## config.mk

```make
export PLATFORM = sky130hd
export DESIGN_NAME = days_between_dates_flat
export DESIGN_NICKNAME = d
export VERILOG_FILES = /design/src/rtl/dbd_pkg.sv /design/src/rtl/dbd_if.sv /design/src/rtl/days_between_dates.sv /design/src/rtl/dbd_mul.sv /design/src/rtl/dbd_seq.sv /design/src/flat_wrapper.sv
export SDC_FILE = /design/constraint.sdc
export NUM_CORES = 1
export LEC_CHECK = 0
export BUFFER_PORTS_ARGS = -buffer_cell sky130_fd_sc_hd__buf_2
export CAP_MARGIN = 10
export CORE_ASPECT_RATIO = 0.5
export CORE_MARGIN = 8
export CORE_UTILIZATION = 45
export CTS_CLUSTER_DIAMETER = 80
export DETAILED_ROUTE_END_ITERATION = 10
export PLACE_DENSITY = 0.7
export SYNTH_ARGS = -nofsm -noshare
export SYNTH_HDL_FRONTEND = slang
export SYNTH_SLANG_ARGS = --single-unit
```

## constraint.sdc

```tcl
create_clock -name i_clk -period 8.6 [get_ports i_clk]
set_input_delay 1.29 -clock i_clk [delete_from_list [all_inputs] [get_ports i_clk]]
set_output_delay 1.29 -clock i_clk [all_outputs]
set_load 0.005 [all_outputs]
```

## src/rtl/dbd_pkg.sv

```systemverilog
// Package for the day count between two dates: field widths, payload structs,
// multiplier constants and the month offset table.
// No dependencies; every other file of the block imports it.
package dbd_pkg;

    localparam int YEAR_W  = 14;
    localparam int MONTH_W = 4;
    localparam int DAY_W   = 5;
    localparam int COUNT_W = 22;

    // Linear day numbers stay below 6.1 million for any 14-bit year.
    localparam int ACC_W = 24;

    // Shared multiplier operand and product widths.
    localparam int MUL_A_W = 15;
    localparam int MUL_K_W = 13;
    localparam int MUL_P_W = MUL_A_W + MUL_K_W;

    // floor(x / 100) = (x * 5243) >> 19 holds for every x below 2^15.
    localparam logic [MUL_K_W-1:0] RECIP_100   = 13'd5243;
    localparam int                 RECIP_SHIFT = 19;
    localparam logic [MUL_K_W-1:0] K_HUNDRED   = 13'd100;
    localparam logic [MUL_K_W-1:0] K_YEAR_DAYS = 13'd365;

    // Year offsets that round the century, 400-year and 4-year counts up.
    localparam logic [MUL_A_W-1:0] OFS_CENTURY = 15'd99;
    localparam logic [MUL_A_W-1:0] OFS_QUAD    = 15'd399;
    localparam logic [MUL_A_W-1:0] OFS_LEAP4   = 15'd3;

    localparam logic [COUNT_W-1:0] COUNT_MAX = {COUNT_W{1'b1}};

    typedef struct packed {
        logic [YEAR_W-1:0]  year;
        logic [MONTH_W-1:0] month;
        logic [DAY_W-1:0]   day;
    } t_date;

    typedef struct packed {
        t_date first;
        t_date last;
    } t_dates;

    typedef struct packed {
        logic [COUNT_W-1:0] day_count;
        logic               order_error;
    } t_result;

    // Days in the months before the given one of a common year. Month zero
    // counts as January and months past twelve count as December.
    function automatic logic [8:0] days_before(input logic [MONTH_W-1:0] month);
        logic [8:0] days;
        unique case (month)
            4'd0, 4'd1: days = 9'd0;
            4'd2:       days = 9'd31;
            4'd3:       days = 9'd59;
            4'd4:       days = 9'd90;
            4'd5:       days = 9'd120;
            4'd6:       days = 9'd151;
            4'd7:       days = 9'd181;
            4'd8:       days = 9'd212;
            4'd9:       days = 9'd243;
            4'd10:      days = 9'd273;
            4'd11:      days = 9'd304;
            default:    days = 9'd334;
        endcase
        return days;
    endfunction

endpackage

```

## src/rtl/dbd_if.sv

```systemverilog
// Valid/ready channel interfaces for the date pair input and the day count
// output. Depends on dbd_pkg for the field widths.
interface dbd_in_if import dbd_pkg::*; ();
    logic               valid;
    logic               ready;
    logic [YEAR_W-1:0]  start_year;
    logic [MONTH_W-1:0] start_month;
    logic [DAY_W-1:0]   start_day;
    logic [YEAR_W-1:0]  end_year;
    logic [MONTH_W-1:0] end_month;
    logic [DAY_W-1:0]   end_day;

    modport source (
        output valid, start_year, start_month, start_day,
        output end_year, end_month, end_day,
        input  ready
    );
    modport sink (
        input  valid, start_year, start_month, start_day,
        input  end_year, end_month, end_day,
        output ready
    );
endinterface

interface dbd_out_if import dbd_pkg::*; ();
    logic               valid;
    logic               ready;
    logic [COUNT_W-1:0] day_count;
    logic               order_error;

    modport source (output valid, day_count, order_error, input ready);
    modport sink (input valid, day_count, order_error, output ready);
endinterface

```

## src/rtl/days_between_dates.sv

```systemverilog
// Days from a start date to an end date in the Gregorian calendar.
// Each input transfer is worked in six steps of the shared multiplier for each
// date plus a compare step, which waits while the output register is held.
// Date pairs are taken one at a time; input ready is low while busy.
// Reset: synchronous, active low; clears the busy flag, the sequencer and output valid.
module days_between_dates import dbd_pkg::*; (
    input  logic      i_clk,
    input  logic      i_rst_n,
    dbd_in_if.sink    i_in,
    dbd_out_if.source o_out
);

    logic    r_busy, n_busy;
    t_dates  r_dates;
    logic    r_out_valid, n_out_valid;
    t_result r_out;
    logic    in_xfer;
    logic    hold;
    logic    done;
    t_result result;

    assign i_in.ready = !r_busy;
    assign in_xfer    = i_in.valid && !r_busy;
    assign hold       = r_out_valid && !o_out.ready;

    dbd_seq u_seq (
        .i_clk    (i_clk),
        .i_rst_n  (i_rst_n),
        .i_start  (in_xfer),
        .i_hold   (hold),
        .i_dates  (r_dates),
        .o_done   (done),
        .o_result (result)
    );

    // Busy from an input transfer until the result enters the output register.
    always_comb begin
        n_busy = r_busy;
        if (in_xfer) begin
            n_busy = 1'b1;
        end else if (done) begin
            n_busy = 1'b0;
        end
    end

    // Output register valid flag.
    always_comb begin
        n_out_valid = r_out_valid;
        if (done) begin
            n_out_valid = 1'b1;
        end else if (o_out.ready) begin
            n_out_valid = 1'b0;
        end
    end

    always_ff @(posedge i_clk) begin
        if (!i_rst_n) begin
            r_busy      <= 1'b0;
            r_out_valid <= 1'b0;
        end else begin
            r_busy      <= n_busy;
            r_out_valid <= n_out_valid;
        end
    end

    // Payload capture for the date pair and the result.
    always_ff @(posedge i_clk) begin
        if (in_xfer) begin
            r_dates.first.year  <= i_in.start_year;
            r_dates.first.month <= i_in.start_month;
            r_dates.first.day   <= i_in.start_day;
            r_dates.last.year   <= i_in.end_year;
            r_dates.last.month  <= i_in.end_month;
            r_dates.last.day    <= i_in.end_day;
        end
        if (done) begin
            r_out <= result;
        end
    end

    assign o_out.valid       = r_out_valid;
    assign o_out.day_count   = r_out.day_count;
    assign o_out.order_error = r_out.order_error;

endmodule

```

## src/rtl/dbd_mul.sv

```systemverilog
// Shared multiplier of the day count sequencer: one operand times a small
// constant, with the product registered. Depends on dbd_pkg.
module dbd_mul import dbd_pkg::*; (
    input  logic               i_clk,
    input  logic [MUL_A_W-1:0] i_a,
    input  logic [MUL_K_W-1:0] i_k,
    output logic [MUL_P_W-1:0] o_p
);

    logic [MUL_P_W-1:0] r_p;

    // Product register; the result is used in the following cycle.
    always_ff @(posedge i_clk) begin
        r_p <= MUL_P_W'(i_a) * MUL_P_W'(i_k);
    end

    assign o_p = r_p;

endmodule

```

## src/rtl/dbd_seq.sv

```systemverilog
// Sequencer and accumulator that turn both dates into linear day numbers with
// the shared multiplier and form the clamped difference. Depends on dbd_pkg
// and dbd_mul.
module dbd_seq import dbd_pkg::*; (
    input  logic    i_clk,
    input  logic    i_rst_n,
    input  logic    i_start,
    input  logic    i_hold,
    input  t_dates  i_dates,
    output logic    o_done,
    output t_result o_result
);

    localparam logic [2:0] S_IDLE = 3'd0;
    localparam logic [2:0] S_M1   = 3'd1;
    localparam logic [2:0] S_M2   = 3'd2;
    localparam logic [2:0] S_M3   = 3'd3;
    localparam logic [2:0] S_M4   = 3'd4;
    localparam logic [2:0] S_M5   = 3'd5;
    localparam logic [2:0] S_M6   = 3'd6;
    localparam logic [2:0] S_CMP  = 3'd7;

    logic [2:0]         r_state, n_state;
    logic               r_sel, n_sel;
    logic [ACC_W-1:0]   r_acc, n_acc;
    logic [ACC_W-1:0]   r_first, n_first;
    logic               r_q4, n_q4;

    t_date              cur;
    logic [MUL_A_W-1:0] year_x;
    logic [MUL_A_W-1:0] mul_a;
    logic [MUL_K_W-1:0] mul_k;
    logic [MUL_P_W-1:0] prod;
    logic [8:0]         quot;
    logic               leap;
    logic [ACC_W-1:0]   year_sum;
    logic [ACC_W-1:0]   diff;

    dbd_mul u_mul (
        .i_clk (i_clk),
        .i_a   (mul_a),
        .i_k   (mul_k),
        .o_p   (prod)
    );

    // The start date is worked first, then the end date.
    assign cur    = r_sel ? i_dates.last : i_dates.first;
    assign year_x = MUL_A_W'(cur.year);
    assign quot   = prod[RECIP_SHIFT +: 9];

    // Leap year: divisible by 4, and either not by 100 or by 400. The product
    // in the fifth step is 100 * floor(year / 100).
    assign leap = (cur.year[1:0] == 2'b00) &&
                  ((prod[YEAR_W-1:0] != cur.year) || r_q4);

    // Month offset, the day and the rounded-up count of years divisible by 4.
    assign year_sum = ACC_W'(days_before(cur.month)) + ACC_W'(cur.day) +
                      ACC_W'((year_x + OFS_LEAP4) >> 2);

    assign diff = r_acc - r_first;

    // Operand selection for the shared multiplier.
    always_comb begin
        mul_a = year_x;
        mul_k = RECIP_100;
        unique case (r_state)
            S_M1: mul_a = year_x + OFS_CENTURY;
            S_M2: mul_a = year_x + OFS_QUAD;
            S_M3: mul_a = year_x;
            S_M4: begin
                mul_a = MUL_A_W'(quot);
                mul_k = K_HUNDRED;
            end
            S_M5: mul_k = K_YEAR_DAYS;
            default: begin
                mul_a = year_x;
                mul_k = RECIP_100;
            end
        endcase
    end

    // Step sequence and accumulator updates.
    always_comb begin
        n_state  = r_state;
        n_sel    = r_sel;
        n_acc    = r_acc;
        n_first  = r_first;
        n_q4     = r_q4;
        o_done   = 1'b0;
        o_result = '0;
        unique case (r_state)
            S_IDLE: begin
                if (i_start) begin
                    n_state = S_M1;
                    n_sel   = 1'b0;
                end
            end
            S_M1: begin
                n_acc   = year_sum;
                n_state = S_M2;
            end
            S_M2: begin
                // Subtract the rounded-up count of century years.
                n_acc   = r_acc - ACC_W'(quot);
                n_state = S_M3;
            end
            S_M3: begin
                // Add back the rounded-up count of 400-year multiples.
                n_acc   = r_acc + ACC_W'(quot >> 2);
                n_state = S_M4;
            end
            S_M4: begin
                n_q4    = (quot[1:0] == 2'b00);
                n_state = S_M5;
            end
            S_M5: begin
                if (leap && (cur.month > 4'd2)) begin
                    n_acc = r_acc + ACC_W'(1);
                end
                n_state = S_M6;
            end
            S_M6: begin
                n_acc = r_acc + prod[ACC_W-1:0];
                if (!r_sel) begin
                    n_first = n_acc;
                    n_sel   = 1'b1;
                    n_state = S_M1;
                end else begin
                    n_state = S_CMP;
                end
            end
            S_CMP: begin
                if (!i_hold) begin
                    o_done  = 1'b1;
                    n_state = S_IDLE;
                    if (r_acc < r_first) begin
                        o_result.order_error = 1'b1;
                    end else if (diff > ACC_W'(COUNT_MAX)) begin
                        o_result.day_count = COUNT_MAX;
                    end else begin
                        o_result.day_count = diff[COUNT_W-1:0];
                    end
                end
            end
            default: n_state = S_IDLE;
        endcase
    end

    // Control state is reset; the datapath registers are not.
    always_ff @(posedge i_clk) begin
        if (!i_rst_n) begin
            r_state <= S_IDLE;
            r_sel   <= 1'b0;
        end else begin
            r_state <= n_state;
            r_sel   <= n_sel;
        end
    end

    always_ff @(posedge i_clk) begin
        r_acc   <= n_acc;
        r_first <= n_first;
        r_q4    <= n_q4;
    end

endmodule
```

## src/flat_wrapper.sv

```systemverilog
// flat-port wrapper written by rule: the top's interface ports become plain ports
module days_between_dates_flat import dbd_pkg::*;
  (i_clk, i_rst_n, i_in_valid, i_in_start_year, i_in_start_month, i_in_start_day, i_in_end_year, i_in_end_month, i_in_end_day, i_in_ready, o_out_valid, o_out_day_count, o_out_order_error, o_out_ready);
  dbd_in_if i_in_i ();
  dbd_out_if o_out_i ();
  input  logic i_clk;
  input  logic i_rst_n;
  input wire logic [$bits(i_in_i.valid)-1:0] i_in_valid;
  input wire logic [$bits(i_in_i.start_year)-1:0] i_in_start_year;
  input wire logic [$bits(i_in_i.start_month)-1:0] i_in_start_month;
  input wire logic [$bits(i_in_i.start_day)-1:0] i_in_start_day;
  input wire logic [$bits(i_in_i.end_year)-1:0] i_in_end_year;
  input wire logic [$bits(i_in_i.end_month)-1:0] i_in_end_month;
  input wire logic [$bits(i_in_i.end_day)-1:0] i_in_end_day;
  output wire logic [$bits(i_in_i.ready)-1:0] i_in_ready;
  output wire logic [$bits(o_out_i.valid)-1:0] o_out_valid;
  output wire logic [$bits(o_out_i.day_count)-1:0] o_out_day_count;
  output wire logic [$bits(o_out_i.order_error)-1:0] o_out_order_error;
  input wire logic [$bits(o_out_i.ready)-1:0] o_out_ready;
  assign i_in_i.valid = i_in_valid;
  assign i_in_i.start_year = i_in_start_year;
  assign i_in_i.start_month = i_in_start_month;
  assign i_in_i.start_day = i_in_start_day;
  assign i_in_i.end_year = i_in_end_year;
  assign i_in_i.end_month = i_in_end_month;
  assign i_in_i.end_day = i_in_end_day;
  assign i_in_ready = i_in_i.ready;
  assign o_out_valid = o_out_i.valid;
  assign o_out_day_count = o_out_i.day_count;
  assign o_out_order_error = o_out_i.order_error;
  assign o_out_i.ready = o_out_ready;
  days_between_dates u_core (.i_clk(i_clk), .i_rst_n(i_rst_n), .i_in(i_in_i), .o_out(o_out_i));
endmodule
```

==> metrics.txt <==
status completed; top-count cell post-synth inv_1; post-synth top area cell edfxtp_1; CP peak stage delay 0.54 ns; Wirelength per Cell 17.57 um; hold buffer count at cts 0; Hold/Removal Path Class reg2reg; proportion of synthesized area in mux cells 2.577%; Starting DRT DRC Count 1,055; Slowest cell on crit path fa_1; critical path required time 8.96 ns; gp weighted congestion 0.9145; dpl hpwl 31.91 mm; Primary FF master, synth edfxtp_1; total global routing overflow 0; worst slack, placed 0.4894 ns; Seq/Total Area, Yosys 26.77%; area share of fa/ha/maj cells after synthesis 28.76%; Reg area 4228 um^2; port bufs 74; final setup violation count 0; largest net degree at the start of global routing 47; row count 48; Synth top area share 22.45%; critical path capture point type flip-flop; Die Height 148.4 um; CTS clock-pin slew for the worst setup and hold paths 0.06 ns; vias in the first global route 12,200; area of the multi-input gates 10,560 um^2; Max Slew Vio Count 0; delay-heaviest family, CP adder cells; fin util 50.24%; Synth Cell Area 15,780 um^2; Post-CTS Resized 0; Antenna Nets Post-Route 0; Starting Density 45.70%; Slew @ Worst Pin 1.134 ns; RSZ-0062 raised after global routing false; GRT Max-Usage Layer met2; synth unique cells 84; Pre-antenna DRT Iters 5; DR vias 12,330; Setup crit start kind flip-flop; htree depth 4; worst-path fanout max 8; met3 usage 3.972%; CTS tree built; Slew headroom 24.30%; Area Growth Syn to Fin 9.934%; met2 Use GR 30.72%; Skew-Pair Late Insertion Delay 0.45 ns; layout cells sized above 1 9.857%; via density per instance 5.552; number of fill cells 3,182; Layout Skew 0.01022 ns; diode count 0; first-pass GRT wire length 63.09 mm; CTS Buffer Depth 2; largest family of logic cells by synthesized area adder cells; initial antenna violation count 0; kind of critical path reg2reg; CTS Buf Count 17; Root Driver clkbuf_16; Post-synth EDFFs 118; crit share post-route 92.19%; Synth Area in XOR/XNOR 7.048%; synthesized flop and latch total 152; die area 41,680 um^2; asr flop ratio synth 0%; Tmin final 7.928 ns; YS warnings 0; post-CTS setup buffers 0; Die Wd 280.8 um; cell count after synthesis 1,658; clk sink count 152; post-synthesis simple-gate area fraction 11.29%; met1 usage in global routing 25.26%; Max Cap Viol 0; final hold viol count 0; CP arrival 8.29 ns; synth top area cells edfxtp_1 (22%), ha_1 (16%), fa_1 (13%), inv_1 (5.3%), xnor2_1 (4.6%); area of the core 34,530 um^2; Max Clock Freq 126.1 MHz; gr usage total 18.95%; TNS Setup 0 ns; Bufs and invs on worst path 6; worst setup margin 0.6717 ns; WHS 0.5351 ns; drt drc 0; top-level port count 75; Post-Syn Area per Cell 9.518 um^2; area fraction in compound gates after synthesis 17.05%; synth cell count leaders inv_1 (222), ha_1 (198), nor2_1 (137); fin nets 2,083; Post-Route WL 39.01 mm
[layout make-up]
| type | count | area share [%] |
|---|---|---|
| clock buffers | 17 | 2.452 |
| inverters | 227 | 4.911 |
| repair buffers | 88 | 2.741 |
| well taps | 475 | 3.426 |
| flip-flops and latches | 152 | 24.37 |
| clock inverters | 15 | 1.226 |
| multi-input cells | 1246 | 60.88 |
[stage by stage]
stage / cells / instance area (um^2)
final: 2220 / 17350
after global routing: 2220 / 17350
after CTS: 2220 / 17340
after detailed placement: 2188 / 16710
after global placement: 2188 / 16710
after floorplan: 1659 / 15790
[path summary, 6_finish.rpt]
| check | startpoint | endpoint | slack (ns) | cells after the start |
|---|---|---|---|---|
| min | u_core.r_busy | u_core.r_busy | 0.54 | 2 |
| max reg2reg | u_core.u_seq.r_state[0] | u_core.u_seq.u_mul.o_p[26] | 0.67 | 31 |
| max | u_core.u_seq.r_state[0] | u_core.u_seq.u_mul.o_p[26] | 0.67 | 31 |
| min reg2reg | u_core.r_busy | u_core.r_busy | 0.54 | 2 |
[sequential cells by signal, indices dropped and copies added, names as in the netlist]
register and cells:
u_core.r_busy 1, u_core.u_seq.r_q4 1, u_core.u_seq.u_mul.o_p 28, u_core.o_out.order_error 1
u_core.o_out.day_count 22, u_core.u_seq.r_sel 1, u_core.r_dates 46, u_core.u_seq.r_acc 24
u_core.u_seq.r_state 3, u_core.o_out.valid 1, u_core.u_seq.r_first 24
[logic make-up (layout without fill, tap and decap cells)]
group                    after synthesis  in the layout
AO/OA/AOI/OAI                        397            397
other                                  2              3
XOR/XNOR                             127            127
flip-flops                           152            152
buffers and inverters                261            347
multiplexers                          33             33
adder cells (fa/ha/maj)              301            301
AND/OR/NAND/NOR                      385            385
[placed cells by master (no fill, tap or decap), drive strengths merged, types with 25 or more instances in the layout]
cell type / instances
inv: 232
ha: 198
nor2: 138
edfxtp: 118
a21oi: 109
fa: 103
nand2: 102
buf: 88
xnor2: 83
o21ai: 75
xor2: 44
o21a: 39
a21o: 37
dfxtp: 34
nand2b: 25
[layer usage]
layer,routed length [um],up-vias
li1,-,5935
met1,17590,5900
met2,17690,411
met3,2794,79
met4,926,0
met5,0,-
[worst reg2reg max path: cells and delay by family, from the launching register on]
kind / cells / cell delay [ns]
flops: 1 / 0.34
mux: 1 / 0.34
fa+ha+maj: 8 / 3.28
compound gates: 10 / 2.03
simple gates: 5 / 0.98
xor+xnor: 1 / 0.14
buf+inv: 6 / 0.74
Power is not shown: default switching activity piles up to over one toggle a cycle in this logic, so the estimate is an artifact.
